File: src/sjf_pkg.sv
// Shared types and constants for the shortest-job-first ordering block.
// Used by sjf_ctrl, sjf_dp and shortest_job_first_order; no dependencies.
`timescale 1ns / 1ps
`default_nettype none

package sjf_pkg;

	// Store depth and derived index/counter widths
	localparam int MAX_JOBS = 16;
	localparam int IDX_W = $clog2(MAX_JOBS);
	localparam int CNT_W = $clog2(MAX_JOBS + 1);
	localparam int ID_SUM_W = IDX_W + 1;

	// Field widths
	localparam int BURST_W = 16;
	localparam int ID_W = 5;
	localparam int FIN_W = 20;
	localparam int SUM_W = 24;
	localparam int FIN_RAW_W = BURST_W + IDX_W;
	localparam int FIN_ACC_W = (FIN_RAW_W > FIN_W) ? FIN_RAW_W : FIN_W;

	// Output tdata packing: id, burst, finish, sum, then zero fill
	localparam int RES_W = ID_W + BURST_W + FIN_W + SUM_W;
	localparam int TDATA_W = ((RES_W + 7) / 8) * 8;
	localparam int PAD_W = TDATA_W - RES_W;

	// One store entry: burst time and 0-based load position
	typedef struct packed {
		logic [BURST_W-1:0] burst;
		logic [IDX_W-1:0]   idx;
	} entry_t;

	// Controller states
	typedef enum logic [2:0] {
		ST_LOAD,
		ST_ROW,
		ST_HOLD,
		ST_SCAN,
		ST_WB,
		ST_EMIT_RD,
		ST_EMIT_OUT
	} state_t;

	// Store read address select
	typedef enum logic [1:0] {
		RD_I,
		RD_J,
		RD_J_NEXT,
		RD_K
	} rd_sel_t;

	// Commands from controller to datapath
	typedef struct packed {
		logic    load;
		logic    row;
		logic    hold;
		logic    scan;
		logic    wb;
		logic    emit;
		rd_sel_t rd_sel;
	} sjf_cmd_t;

	// Status from datapath to controller
	typedef struct packed {
		logic first_job;
		logic j_end;
		logic i_end;
		logic k_end;
		logic out_free;
	} sjf_stat_t;

endpackage

`default_nettype wire

File: src/shortest_job_first_order.sv
// Top level of the shortest-job-first ordering block.
// Instantiates sjf_ctrl and sjf_dp; depends on sjf_pkg.
//
//  channel | direction | tdata                   | tuser    | tlast
//  s_axis  | in        | burst_time              | -        | last_job
//  m_axis  | out       | job_id, job_burst,      | overflow | last_result
//          |           | finish_time, finish_sum |          |
//
// On the last job the stored set of n jobs is exchange-sorted through one
// store read port: each row runs ST_ROW, ST_HOLD, one ST_SCAN per later
// entry and ST_WB. Each result is read in ST_EMIT_RD, sent in ST_EMIT_OUT;
// m_axis_tready can stall the read. The next set loads while the final
// result still waits in the output register. Reset clears the job count and
// drop flag at once; the store needs no clearing pass.
`timescale 1ns / 1ps
`default_nettype none

module shortest_job_first_order (
	input  wire                           clk,
	input  wire                           arst_n,
	// s_axis
	input  wire                           s_axis_tvalid,
	output logic                          s_axis_tready,
	input  wire [sjf_pkg::BURST_W-1:0]    s_axis_tdata,  // [15:0] burst_time
	input  wire                           s_axis_tlast,
	// m_axis
	output logic                          m_axis_tvalid,
	input  wire                           m_axis_tready,
	// [4:0] job_id, [20:5] job_burst, [40:21] finish_time,
	// [64:41] finish_sum, [71:65] zero
	output logic [sjf_pkg::TDATA_W-1:0]   m_axis_tdata,
	output logic                          m_axis_tuser,  // [0] overflow
	output logic                          m_axis_tlast
);
	import sjf_pkg::*;

	sjf_cmd_t  cmd;
	sjf_stat_t stat;

	// Sequencer
	sjf_ctrl u_ctrl (
		.clk      (clk),
		.arst_n   (arst_n),
		.in_valid (s_axis_tvalid),
		.in_last  (s_axis_tlast),
		.in_ready (s_axis_tready),
		.stat     (stat),
		.cmd      (cmd)
	);

	// Store, sort and emission datapath
	sjf_dp u_dp (
		.clk       (clk),
		.arst_n    (arst_n),
		.cmd       (cmd),
		.stat      (stat),
		.in_burst  (s_axis_tdata),
		.out_valid (m_axis_tvalid),
		.out_ready (m_axis_tready),
		.out_data  (m_axis_tdata),
		.out_ovf   (m_axis_tuser),
		.out_last  (m_axis_tlast)
	);

endmodule

`default_nettype wire

File: src/sjf_ctrl.sv
// Controller state machine for the shortest-job-first ordering block.
// Depends on sjf_pkg for state, command and status types.
`timescale 1ns / 1ps
`default_nettype none

module sjf_ctrl (
	input  wire               clk,
	input  wire               arst_n,
	input  wire               in_valid,
	input  wire               in_last,
	output logic              in_ready,
	input  sjf_pkg::sjf_stat_t stat,
	output sjf_pkg::sjf_cmd_t  cmd
);
	import sjf_pkg::*;

	state_t state_q;
	state_t state_nxt;
	logic   accept;

	assign accept = in_valid && (state_q == ST_LOAD);

	// Next state
	always_comb begin
		state_nxt = state_q;
		unique case (state_q)
			ST_LOAD: begin
				if (accept && in_last) begin
					state_nxt = stat.first_job ? ST_EMIT_RD : ST_ROW;
				end
			end
			ST_ROW:  state_nxt = ST_HOLD;
			ST_HOLD: state_nxt = ST_SCAN;
			ST_SCAN: begin
				if (stat.j_end) begin
					state_nxt = ST_WB;
				end
			end
			ST_WB: begin
				state_nxt = stat.i_end ? ST_EMIT_RD : ST_ROW;
			end
			ST_EMIT_RD: begin
				if (stat.out_free) begin
					state_nxt = ST_EMIT_OUT;
				end
			end
			ST_EMIT_OUT: begin
				state_nxt = stat.k_end ? ST_LOAD : ST_EMIT_RD;
			end
			default: state_nxt = ST_LOAD;
		endcase
	end

	// Outputs
	always_comb begin
		in_ready   = 1'b0;
		cmd        = '0;
		cmd.rd_sel = RD_K;
		unique case (state_q)
			ST_LOAD: begin
				in_ready = 1'b1;
				cmd.load = accept;
			end
			ST_ROW: begin
				cmd.row    = 1'b1;
				cmd.rd_sel = RD_I;
			end
			ST_HOLD: begin
				cmd.hold   = 1'b1;
				cmd.rd_sel = RD_J;
			end
			ST_SCAN: begin
				cmd.scan   = 1'b1;
				cmd.rd_sel = RD_J_NEXT;
			end
			ST_WB: begin
				cmd.wb = 1'b1;
			end
			ST_EMIT_RD: begin
				cmd.rd_sel = RD_K;
			end
			ST_EMIT_OUT: begin
				cmd.emit = 1'b1;
			end
			default: begin
				in_ready = 1'b0;
			end
		endcase
	end

	// State register
	always_ff @(posedge clk or negedge arst_n) begin
		if (!arst_n) begin
			state_q <= ST_LOAD;
		end else begin
			state_q <= state_nxt;
		end
	end

endmodule

`default_nettype wire

File: src/sjf_dp.sv
// Datapath for the shortest-job-first ordering block: job store, sort
// holding register, index counters, finish accumulators and output register.
// Depends on sjf_pkg for widths, entry and command/status types.
`timescale 1ns / 1ps
`default_nettype none

module sjf_dp (
	input  wire                             clk,
	input  wire                             arst_n,
	input  sjf_pkg::sjf_cmd_t               cmd,
	output sjf_pkg::sjf_stat_t              stat,
	input  wire [sjf_pkg::BURST_W-1:0]      in_burst,
	output logic                            out_valid,
	input  wire                             out_ready,
	output logic [sjf_pkg::TDATA_W-1:0]     out_data,
	output logic                            out_ovf,
	output logic                            out_last
);
	import sjf_pkg::*;

	// Job store: one write port, one registered read port
	entry_t mem [MAX_JOBS];
	entry_t rdata_q;
	logic [IDX_W-1:0] rd_addr;
	logic [IDX_W-1:0] wr_addr;
	entry_t           wr_data;
	logic             wr_en;

	// Control and index registers
	logic [CNT_W-1:0] count_q;
	logic             dropped_q;
	logic [IDX_W-1:0] i_q;
	logic [IDX_W-1:0] j_q;
	logic [IDX_W-1:0] k_q;
	entry_t           held_q;

	// Emission accumulators and output register
	logic [FIN_ACC_W-1:0] fin_acc_q;
	logic [SUM_W-1:0]     sum_q;
	logic [FIN_ACC_W-1:0] fin_nxt;
	logic [SUM_W-1:0]     sum_nxt;
	logic                 out_valid_q;
	logic [ID_W-1:0]      out_id_q;
	logic [BURST_W-1:0]   out_burst_q;
	logic [FIN_W-1:0]     out_fin_q;
	logic [SUM_W-1:0]     out_sum_q;
	logic                 out_ovf_q;
	logic                 out_last_q;

	logic full;
	logic swap;
	logic [IDX_W-1:0] j_next;

	assign full   = (count_q == CNT_W'(MAX_JOBS));
	assign swap   = (rdata_q.burst < held_q.burst);
	assign j_next = IDX_W'(j_q + 1'b1);

	// Status toward the controller
	assign stat.first_job = (count_q == '0);
	assign stat.j_end     = ((CNT_W'(j_q) + CNT_W'(1)) == count_q);
	assign stat.i_end     = ((CNT_W'(i_q) + CNT_W'(2)) == count_q);
	assign stat.k_end     = ((CNT_W'(k_q) + CNT_W'(1)) == count_q);
	assign stat.out_free  = !out_valid_q || out_ready;

	// Read address select
	always_comb begin
		case (cmd.rd_sel)
			RD_I:      rd_addr = i_q;
			RD_J:      rd_addr = j_q;
			RD_J_NEXT: rd_addr = j_next;
			RD_K:      rd_addr = k_q;
			default:   rd_addr = k_q;
		endcase
	end

	// Write port: load, swap during scan, write back held entry at row end
	always_comb begin
		wr_en   = 1'b0;
		wr_addr = i_q;
		wr_data = held_q;
		if (cmd.load) begin
			wr_en       = !full;
			wr_addr     = count_q[IDX_W-1:0];
			wr_data.burst = in_burst;
			wr_data.idx   = count_q[IDX_W-1:0];
		end else if (cmd.scan) begin
			wr_en   = swap;
			wr_addr = j_q;
		end else if (cmd.wb) begin
			wr_en   = 1'b1;
			wr_addr = i_q;
		end
	end

	// Store array
	always_ff @(posedge clk) begin
		if (wr_en) begin
			mem[wr_addr] <= wr_data;
		end
		rdata_q <= mem[rd_addr];
	end

	// Load count and drop flag; clear after the final result
	always_ff @(posedge clk or negedge arst_n) begin
		if (!arst_n) begin
			count_q   <= '0;
			dropped_q <= 1'b0;
		end else if (cmd.load) begin
			if (full) begin
				dropped_q <= 1'b1;
			end else begin
				count_q <= count_q + CNT_W'(1);
			end
		end else if (cmd.emit && stat.k_end) begin
			count_q   <= '0;
			dropped_q <= 1'b0;
		end
	end

	// Sort row and column indices, emission index
	always_ff @(posedge clk or negedge arst_n) begin
		if (!arst_n) begin
			i_q <= '0;
			j_q <= '0;
			k_q <= '0;
		end else begin
			if (cmd.load) begin
				i_q <= '0;
				k_q <= '0;
			end
			if (cmd.row) begin
				j_q <= IDX_W'(i_q + 1'b1);
			end
			if (cmd.scan) begin
				j_q <= j_next;
			end
			if (cmd.wb) begin
				i_q <= IDX_W'(i_q + 1'b1);
			end
			if (cmd.emit) begin
				k_q <= IDX_W'(k_q + 1'b1);
			end
		end
	end

	// Holding register: smallest entry seen so far in the current row
	always_ff @(posedge clk) begin
		if (cmd.hold || (cmd.scan && swap)) begin
			held_q <= rdata_q;
		end
	end

	// Running finish time and finish-time sum
	assign fin_nxt = fin_acc_q + FIN_ACC_W'(rdata_q.burst);
	assign sum_nxt = sum_q + SUM_W'(fin_nxt);

	always_ff @(posedge clk) begin
		if (cmd.load) begin
			fin_acc_q <= '0;
			sum_q     <= '0;
		end else if (cmd.emit) begin
			fin_acc_q <= fin_nxt;
			sum_q     <= sum_nxt;
		end
	end

	// Output register valid
	always_ff @(posedge clk or negedge arst_n) begin
		if (!arst_n) begin
			out_valid_q <= 1'b0;
		end else if (cmd.emit) begin
			out_valid_q <= 1'b1;
		end else if (out_ready) begin
			out_valid_q <= 1'b0;
		end
	end

	// Output register payload
	always_ff @(posedge clk) begin
		if (cmd.emit) begin
			out_id_q    <= ID_W'(ID_SUM_W'(rdata_q.idx) + ID_SUM_W'(1));
			out_burst_q <= rdata_q.burst;
			out_fin_q   <= FIN_W'(fin_nxt);
			out_sum_q   <= stat.k_end ? sum_nxt : '0;
			out_ovf_q   <= dropped_q;
			out_last_q  <= stat.k_end;
		end
	end

	assign out_valid = out_valid_q;
	assign out_data  = {{PAD_W{1'b0}}, out_sum_q, out_fin_q, out_burst_q, out_id_q};
	assign out_ovf   = out_ovf_q;
	assign out_last  = out_last_q;

endmodule

`default_nettype wire

File: config.mk
export PLATFORM = sky130hd
export DESIGN_NAME = shortest_job_first_order
export DESIGN_NICKNAME = d
export VERILOG_FILES = /design/src/sjf_pkg.sv /design/src/shortest_job_first_order.sv /design/src/sjf_ctrl.sv /design/src/sjf_dp.sv
export SDC_FILE = /design/constraint.sdc
export NUM_CORES = 1
export LEC_CHECK = 0
export BUFFER_PORTS_ARGS = -buffer_cell sky130_fd_sc_hd__buf_2
export CORE_MARGIN = 10
export CORE_UTILIZATION = 55
export CTS_CLUSTER_DIAMETER = 120
export CTS_CLUSTER_SIZE = 28
export DETAILED_ROUTE_END_ITERATION = 6
export HOLD_SLACK_MARGIN = 0.05
export PLACE_DENSITY_LB_ADDON = 0.15
export SYNTH_ARGS = -nofsm -noshare
export SYNTH_HDL_FRONTEND = slang
export SYNTH_SLANG_ARGS = --single-unit
File: constraint.sdc
create_clock -name clk -period 4.7 [get_ports clk]
set_input_delay 0.94 -clock clk [delete_from_list [all_inputs] [get_ports clk]]
set_output_delay 0.94 -clock clk [all_outputs]
set_load 0.02 [all_outputs]
# --- After elaboration in Yosys (flattened, before gate mapping) ---
# Memories as Yosys holds them, arrays and structs flattened. A register that Yosys moved wholly into a read port is not among the register bits.
# Cells that the tools add are included.
word_totals:
  register_bits: 153
  ram_bits: 320
  out_inout_bits: 76
  n_memories: 1
memory_table:
  columns: ["name", "depth", "width", "read_ports", "rd_ports_with_merged_regs", "wr", "line", "text"]
  rows:
  - ["u_dp.mem", 16, 20, 1, 1, 1, "sjf_dp.sv:22", "entry_t mem [MAX_JOBS];"]
classes:
  addsub: 10
  n_lt_le_gt_ge: 1
  eq_ne: 18
  muxes: 37
  reduce_logical: 19
ops:
  columns: ["op", "count"]
  rows:
  - ["4-bit two-way mux", 7]
  - ["24-bit by 20-bit adder with 24-bit output", 1]
  - ["3-bit one-hot mux with 7 select lines", 1]
  - ["20-bit by 16-bit adder with 20-bit output", 1]
  - ["20-bit two-way mux", 1]
  - ["3-bit two-way mux", 6]
  - ["1-bit two-way mux", 17]
  - ["16-bit less-than comparator", 1]
  - ["4-bit one-hot mux with 4 select lines", 1]
  - ["4-bit by 1-bit adder with 5-bit output (second input constant)", 3]
  - ["5-bit == test", 3]
  - ["5-bit two-way mux", 3]
  - ["4-bit by 1-bit adder with 4-bit output (second input constant)", 3]
  - ["2-bit nonzero test", 5]
  - ["3-bit == test (second input constant)", 3]
  - ["2-bit inequality test (second input constant)", 4]
  - ["3-bit by 2-bit == test with 1-bit output (second input constant)", 2]
  - ["2-bit one-hot mux with 3 select lines", 1]
  - ["4-bit by 2-bit adder with 5-bit output (second input constant)", 1]
  - ["5-bit by 1-bit adder with 5-bit output (second input constant)", 1]
  - ["5-bit == test (second input constant)", 1]
  - ["5-bit zero test", 1]
  - ["2-bit == test (second input constant)", 2]
  - ["1-bit logical AND", 4]
  - ["other kinds (9)", 12]

# --- Depth between registers and ports, before layout ---
# Gate-level depths: netlist of the first run.
logic_depth:
  ltp_word: 7
  ltp_mapped: 17
  ltp_nobuf: 16

# --- Hierarchy ---
# From an unflattened synthesis of the first run, not the netlist that was laid out.
hier_totals:
  hier_cells: 1462
  hier_area_um2: 21673.3
modules_own_cells:
  columns: ["module", "instances", "cells_each", "area_each_um2", "seq_area_each_um2"]
  rows:
  - ["sjf_dp", 1, 1426, 21391.8, 13978.4]
  - ["sjf_ctrl", 1, 36, 281.5, 75.1]

# --- Least setup slack after synthesis of the first run ---
# Ideal clock, no wire load.
synth_timing:
  path_kind: "reg-to-reg"
  start: "register u_dp.held_q[13] in the netlist's numbering"
  end: "memory u_dp.mem[4][0] in the netlist's numbering, enable pin"
  setup_ns: 0.448
  t_arrival_ns: 3.839
  path_slack_ns: 0.413
  stages_incl_launch_ff: 10
  path_cell_list: "edfxtp_1 -> inv_1 -> ha_1 -> a21o_1 -> a21o_1 -> a21oi_1 -> nor2_1 -> a2111oi_0 -> o21ai_1 -> nor4_1"
synth_via:
  elab_chain_cells: 5
synth_rtl:
  columns: ["item", "line", "text"]
  rows:
  - ["start, declared", "sjf_dp.sv:35", "entry_t held_q;"]
  - ["start signal, assigned", "sjf_dp.sv:149", "held_q <= rdata_q;"]
  - ["16-bit less-than comparator", "sjf_dp.sv:55", "assign swap = (rdata_q.burst < held_q.burst);"]
  - ["1-bit two-way mux", "sjf_dp.sv:86", "end else if (cmd.scan) begin"]
  - ["1-bit two-way mux", "sjf_dp.sv:81", "if (cmd.load) begin"]
  - ["1-bit two-way mux", "sjf_dp.sv:97", "if (wr_en) begin"]
  - ["1-bit two-way mux (not written as such)", "sjf_dp.sv:98", "mem[wr_addr] <= wr_data;"]
  - ["end, declared", "sjf_dp.sv:22", null]
# Every way passes these cells.

# --- Worst setup path after layout of the first run ---
layout_timing:
  start: "register, netlist name u_dp.rdata_q[11]"
  end: "register u_dp.out_sum_q[20] (data pin)"
layout_via:
  elab_chain_cells: 2
layout_rtl:
  columns: ["item", "line", "text"]
  rows:
  - ["20-bit by 16-bit adder with 20-bit output", "sjf_dp.sv:154", "assign fin_nxt = fin_acc_q + FIN_ACC_W'(rdata_q.burst);"]
  - ["net u_dp.fin_nxt[13]", "sjf_dp.sv:40", "logic [FIN_ACC_W-1:0] fin_nxt;"]
  - ["24-bit by 20-bit adder with 24-bit output", "sjf_dp.sv:155", "assign sum_nxt = sum_q + SUM_W'(fin_nxt);"]
  - ["end signal, assigned", "sjf_dp.sv:184", "out_sum_q <= stat.k_end ? sum_nxt : '0;"]
  - ["end, declared", "sjf_dp.sv:46", "logic [SUM_W-1:0] out_sum_q;"]
# The timed path passes the listed nets, and every way through them passes these cells.
# A chain may end at the register's enable or synchronous reset.

==> summary.txt, run 1 <==
Clocking
  • CTS tree: done
  • Resized cells post-CTS: 0
  • Cts bufs inserted: 21
  • Setup repair bufs after CTS: 0
  • H-tree Lvls: 1
  • CTS sink cnt: around 490
  • CTS Buffer Depth: 3
  • Root buffer cell: clkbuf_16
  • Hold buffers post-CTS: 0
  • Clk slew on worst S/H paths: between 0.1 and 0.15 ns
  • Later-pin clock latency in the skew report: ~0.56 ns

Logic synthesis
  • Number of flops mapped to enable cells by yosys: between 400 and 500
  • Post-synthesis sequential area ratio: 65.2%
  • Most area-consuming cells after synthesis: edfxtp_1 (57%), dfxtp_1 (5.9%), nand2_1 (3.8%), mux2_2 (3.4%), ha_1 (3.4%)
  • Yosys top cell by area: edfxtp_1
  • Post-Synthesis Cells: roughly 1600
  • Synth warn: 0
  • Synth Cell Area: between 0.02 and 0.025 mm^2
  • Most instantiated library cell after synthesis: edfxtp_1
  • Syn_area_per_cell: roughly 13 um^2
  • Flops & latches, synth: 493
  • Top cells by count, synth: edfxtp_1 (407), nand2_1 (220), a21oi_1 (90), o21ai_0 (89), mux2_2 (66)
  • Most used DFF post-synth: edfxtp_1
  • Yosys cell types: between 80 and 90
  • Synth top area share: 56.7%
  • Asr flop ratio synth: 4.46%

Layout
  • Area of the multi-input gates: between 0.007 and 0.008 mm^2
  • Layout cell share with drive strength beyond 1: 18.5%
  • Total Nets Final: between 1500 and 2000
  • Post-Layout Cell Count: 2239
  • Register area: 0.0141 mm^2
  • Fill cells: 3037
  • Area growth, synth to finish: 8.57%
  • Final core utilization: between 60% and 70%
  • Diode count: 0

STA
  • Relative slew margins: between 30% and 40%
  • Final min period: around 4.5 ns
  • Setup TNS: 0 ns
  • Fin. Hold Viols: 0
  • Endpoints failing setup: 0
  • Fmax achieved: about 0.22 GHz
  • Worst-margin pin slew: ~1.0 ns
  • Tcrit/Tclk final: a little over nine tenths
  • Slew Limit Fails: 0
  • RSZ-0062 raised after global routing: no
  • Clock skew: 0.0235 ns

Worst setup path
  • Worst Path Buf+Inv: 0
  • Cells along the critical path: ha_1 > a21o_1 > a2111oi_4 > o22ai_1 > and2_1 > o21a_1 > o21a_1 > nor2_1 > ha_1 > a21oi_1 > nor2_1 > or3_1 > a2111o_1 > a21oi_2 > xnor2_1 > nor2_1
  • CP Class: register to register
  • Slowest stage delay, CP: 0.47 ns
  • CP max stage cell: a2111oi_4
  • Critical Path RT: about 5 ns
  • Worst setup EP type: register
  • Crit path DAT: just under 5 ns
  • R2r worst-path depth: 16
  • Delay-heaviest family, CP: compound AO/OA/AOI/OAI gates
  • Most Frequent Cell on Critical Path: nor2_1
  • FF-to-FF setup slack: around 0.19 ns
  • CP Launch Type: register
  • Worst reg2reg startpoint: u_dp.rdata_q[11]$_DFF_P_
  • R2R Path End: u_dp.out_sum_q[20]$_SDFFCE_PN0P_
  • Worst Path Max Fanout: 6

Global route
  • Largest net degree at the start of global routing: 71
  • Total grt overflow: 0
  • Initial antenna violation count: 1
  • First-pass GRT wire length: 77800 um
  • GRT Util Overall: a little over a fifth
  • Vias in the first global route: 13100

Run
  • Number of max-cap violations: 0

Routing
  • Vias per Instance: 6.05
  • Drt first pass iters: 5
  • DR vias: 13500
  • DRC: 0
  • Remaining antenna violation count: 0
  • Initial DRC count: about 1500
  • Drt total wl: a little over 50000 um
  • Routed length per placed instance: 22.7 um

Floorplanning
  • Initial core utilization: 55.6%
  • Die ar.: 0.0475 mm^2
  • Boundary pin count: between 90 and 100
  • Num rows: between 70 and 80
  • Die Ht: between 200 and 250 um
  • Die width: between 200 and 250 um
  • Core area: slightly below 0.04 mm^2

Placed design
  • DP HPWL: roughly 33000 um
  • Placed Cells: around 2200
  • PortBufs: slightly below 90
  • GP Congestion: approximately 0.90

Run status
  • Status: complete, no violations

Hold path
  • Min-delay worst type: input pin to async pin
[flip-flops by register name, indices dropped and copies added, names as in the netlist, 3 cells and up]
signal / flops
u_ctrl.state_q: 3
u_dp.count_q: 5
u_dp.fin_acc_q: 20
u_dp.held_q: 20
u_dp.i_q: 4
u_dp.j_q: 4
u_dp.k_q: 4
u_dp.mem: 320
u_dp.out_burst_q: 16
u_dp.out_fin_q: 20
u_dp.out_id_q: 5
u_dp.out_sum_q: 24
u_dp.rdata_q: 20
u_dp.sum_q: 24
[cell families after synthesis]
family / share of synthesized area (%)
multiplexers: 4.52
AND/OR/NAND/NOR: 8.75
other: 0.0174
flip-flops: 65.2
XOR/XNOR: 2.56
AO/OA/AOI/OAI: 12.5
adder cells (fa/ha/maj): 3.61
buffers and inverters: 2.83
[layout by cell type, fill, tap and decap left out, types with 7 or more instances in the layout]
cell type,synthesis,routed
conb_1,1,7
a32oi_1,20,20
nor3_1,24,10
mux2_2,66,66
a211oi_1,8,8
nor3_2,20,34
o22ai_1,62,62
clkbuf_16,0,21
mux2i_1,8,8
nand3_1,31,31
o21a_1,15,15
edfxtp_1,407,407
buf_12,0,8
dfrtp_1,22,22
clkbuf_1,47,14
xor2_1,26,26
dfxtp_1,64,64
a32oi_2,19,19
a21o_1,15,15
nor2_1,61,61
mux2_1,12,12
buf_4,10,47
nand4_1,9,9
nand2_1,220,220
ha_1,59,59
o21ai_0,89,88
a21oi_1,90,90
inv_1,33,33
xnor2_1,35,35
buf_2,23,89
[per-stage QoR]
stage | setup slack (ns) | cell area (um^2) | hold WS (ns)
after floorplan | 0.413 | 21600 | 0.425
after global placement | 0.415 | 22800 | 0.436
after detailed placement | 0.336 | 22800 | 0.448
after CTS | 0.302 | 23400 | 0.336
after global routing | 0.0373 | 23400 | 0.368
final | 0.193 | 23400 | 0.342
[how the worst max path moves through the flow]
stage,start,end,slack [ns],cells past startpoint
finish,u_dp.rdata_q[11]$_DFF_P_,u_dp.out_sum_q[20]$_SDFFCE_PN0P_,0.19,16
global route,u_dp.rdata_q[11]$_DFF_P_,u_dp.out_sum_q[20]$_SDFFCE_PN0P_,0.04,16
CTS,u_dp.rdata_q[11]$_DFF_P_,u_dp.out_sum_q[20]$_SDFFCE_PN0P_,0.30,16
detailed placement,u_dp.rdata_q[11]$_DFF_P_,u_dp.out_sum_q[20]$_SDFFCE_PN0P_,0.34,16
global placement,u_dp.rdata_q[11]$_DFF_P_,u_dp.out_sum_q[20]$_SDFFCE_PN0P_,0.42,16
floorplan,u_dp.held_q[13]$_DFFE_PP_,u_dp.mem[4][0]$_DFFE_PP_,0.41,9
[final cells by class]
type                            count  share of cell area (%)
Multi-Input combinational cell   1013                    30.0
Timing Repair Buffer              144                    4.10
Clock buffer                       35                    2.47
Inverter                           34                   0.551
Tap cell                          518                    2.77
Clock inverter                      2                  0.0588
Sequential cell                   493                    60.1
[layer usage]
layer  up-vias  global-route usage (%)  share of wire [%]
li1       6254                       -                  -
met1      6786                    28.1                 42
met2       437                    35.9                 50
met3        69                    2.14                5.7
met4         0                    4.67                2.1
met5         -                       0                  0
Power of run 1 is not shown: default switching activity piles up to over one toggle a cycle in this logic, so the estimate is an artifact.
==> run 2, diff against run 1 <==
RECOVER_POWER = 100   (was not set)
==> run 2 against run 1 <==
Effect of this change: the flow now finishes with violations (capacitance limit, slew limit); flip-flop and latch count unchanged; global-route usage did not move; via count down 0.21%; final area is 1.6% lower.
==> summary.txt, run 2 (same netlist as run 1, synthesis figures left out) <==
Worst setup path
  • Worst reg2reg startpoint: u_dp.rdata_q[11]$_DFF_P_
  • Worst setup startpoint: u_dp.rdata_q[11]$_DFF_P_
  • Worst setup EP type: register
  • Critical Path RT: 5.00 ns (about the same)
  • Worst Path Max Fanout: 6 (unchanged)
  • R2r worst-path depth: 16 (unchanged)
  • Crit path DAT: 4.81 ns (about the same)
  • FF-to-FF setup slack: 0.19 ns (about the same)
  • R2R Path End: u_dp.out_sum_q[20]$_SDFFCE_PN0P_
  • CP Launch Type: register
  • CP Class: register to register

Run status
  • Status: finished, violations left
  • Failing checks: capacitance limit, slew limit

Clocking
  • Resized cells post-CTS: 0 (unchanged)
  • CTS sink cnt: 493 (unchanged)
  • CTS Buffer Depth: 3 (unchanged)
  • Setup repair bufs after CTS: 0 (unchanged)
  • H-tree Lvls: 1 (unchanged)
  • Hold buffers post-CTS: 0 (unchanged)
  • Cts bufs inserted: 21 (unchanged)
  • CTS tree: done
  • Later-pin clock latency in the skew report: 0.56 ns (about the same)
  • Root buffer cell: clkbuf_16
  • Clk slew on worst S/H paths: 0.11 ns (about the same)

Global route
  • Initial antenna violation count: 0 (-1)
  • First-pass GRT wire length: 77800 um (unchanged)
  • Largest net degree at the start of global routing: 71 (unchanged)
  • Total grt overflow: 0 (unchanged)
  • GRT Util Overall: 20.9% (unchanged)
  • Vias in the first global route: 13100 (unchanged)

STA
  • Slew Limit Fails: 141 (+141)
  • Fin. Hold Viols: 0 (unchanged)
  • Clock skew: 0.0247 ns (+0.00119 ns)
  • Tcrit/Tclk final: 96.0% (+0.11 points)
  • Fmax achieved: 0.222 GHz (-0.12%)
  • RSZ-0062 raised after global routing: no
  • Relative slew margins: -22.5% (-53 points)
  • Worst-margin pin slew: 1.83 ns (+0.783 ns)
  • Final min period: 4.51 ns (+0.00539 ns)
  • Setup TNS: 0 ns (unchanged)
  • Endpoints failing setup: 0 (unchanged)

Layout
  • Commonest non-fill, non-tap cell in the layout: edfxtp_1
  • Layout cell share with drive strength beyond 1: 11.4% (-7.1 points)
  • Number of flip-flops in the largest register: 320 (unchanged)
  • Area growth, synth to finish: 6.80%
  • Total Nets Final: 1789 (unchanged)
  • Top reg by flops: u_dp.mem
  • Design area: 0.0230 mm^2 (-1.6%)
  • Post-Layout Cell Count: 2240 (+0.045%)
  • Fill cells: 3140 (+3.4%)
  • Biggest regs: u_dp.mem (320), u_dp.out_sum_q (24), u_dp.sum_q (24)
  • Most frequent cells in the layout: edfxtp_1 (407), nand2_1 (220), clkbuf_1 (108)

Routing
  • Drt first pass iters: 5 (unchanged)
  • Met3 WL: 2640 um (-8.6%)
  • Routed length per placed instance: 22.8 um (about the same)
  • Routed wl met2: 25500 um (+0.49%)
  • Top Metal Used: met4
  • Initial DRC count: 1424 (-2.0%)
  • DRC: 0 (unchanged)
  • DR vias: 13500 (-0.21%)
  • Vias per Instance: 6.03 (-0.25%)
  • Wl on met1: 21800 um (+0.85%)
  • Remaining antenna violation count: 0 (unchanged)
  • Drt total wl: 51000 um (+0.12%)

Floorplanning
  • Num rows: 72 (unchanged)
  • Die Ht: 218 um (unchanged)
  • Die ar.: 0.0475 mm^2 (unchanged)
  • Initial core utilization: 55.6% (unchanged)
  • Core area: 0.0387 mm^2 (unchanged)
  • Boundary pin count: 97 (unchanged)
  • Die width: 218 um (unchanged)

Placed design
  • GP Congestion: 0.901 (unchanged)
  • Placed Cells: 2202 (unchanged)
  • DP HPWL: 33300 um (unchanged)
  • PortBufs: 89 (unchanged)
  • Post-DP Area: 0.0228 mm^2 (unchanged)

Hold path
  • Hold path startpoint: u_dp.fin_acc_q[3]$_SDFFE_PP0P_
  • Hold EP: u_dp.fin_acc_q[3]$_SDFFE_PP0P_
  • Min-delay worst type: register to register
  • Hold Crit Depth: 2

Run
  • Number of max-cap violations: 3 (+3)
## run 2: cell types whose count changed in the layout (fill, tap and decap cells not counted), sizes merged
cell	previous run	this run
diode	0	1
buf	144	35
clkbuf	35	144
clkinv	2	1
clkinvlp	0	1
## run 2: cell type report
class | count | area (um^2) | area share [%]
diodes | 1 | 2.50 | 0.0109
flip-flops and latches | 493 | 14100 | 61.1
inverters | 34 | 129 | 0.560
repair buffers | 144 | 723 | 3.14
clock inverters | 2 | 13.8 | 0.0598
well taps | 518 | 648 | 2.82
clock buffers | 35 | 578 | 2.51
multi-input cells | 1013 | 6860 | 29.8
## run 2: worst max path at each step
stage,cells after the start,end,slack [ns]
2_1_floorplan,9,u_dp.mem[4][0]$_DFFE_PP_,0.41
3_3_place_gp,16,u_dp.out_sum_q[20]$_SDFFCE_PN0P_,0.42
3_5_place_dp,16,u_dp.out_sum_q[20]$_SDFFCE_PN0P_,0.34
4_1_cts,16,u_dp.out_sum_q[20]$_SDFFCE_PN0P_,0.30
5_1_grt,8,u_dp.rdata_q[12]$_DFF_P_,0.03
6_report,16,u_dp.out_sum_q[20]$_SDFFCE_PN0P_,0.19
## run 2: through the flow
step                      utilization (%)  hold WS (ns)  worst slack, ns
after global routing                 59.4         0.504           0.0267
final                                59.4         0.475            0.187
after CTS                            60.4         0.336            0.302
after detailed placement             58.9         0.448            0.336
after floorplan                         -         0.425            0.413
after global placement               58.9         0.436            0.415
## run 2: metal layers
metal | track usage, % | vias up
met4 | 4.67 | 0
met5 | 0 | -
met3 | 2.14 | 67
met1 | 28.1 | 6812
met2 | 35.9 | 385
li1 | - | 6254
## run 2: worst max-delay path, cell delays in order, from the launching register on
cell	delay [ns]
dfxtp_1	0.36
ha_1	0.35
a21o_1	0.24
a2111oi_4	0.46
o22ai_1	0.19
and2_1	0.22
o21a_1	0.19
o21a_1	0.18
nor2_1	0.19
ha_1	0.34
a21oi_1	0.28
nor2_1	0.08
or3_1	0.38
a2111o_1	0.38
a21oi_2	0.21
xnor2_1	0.15
nor2_1	0.06
Power of run 2 is left out for the same reason.
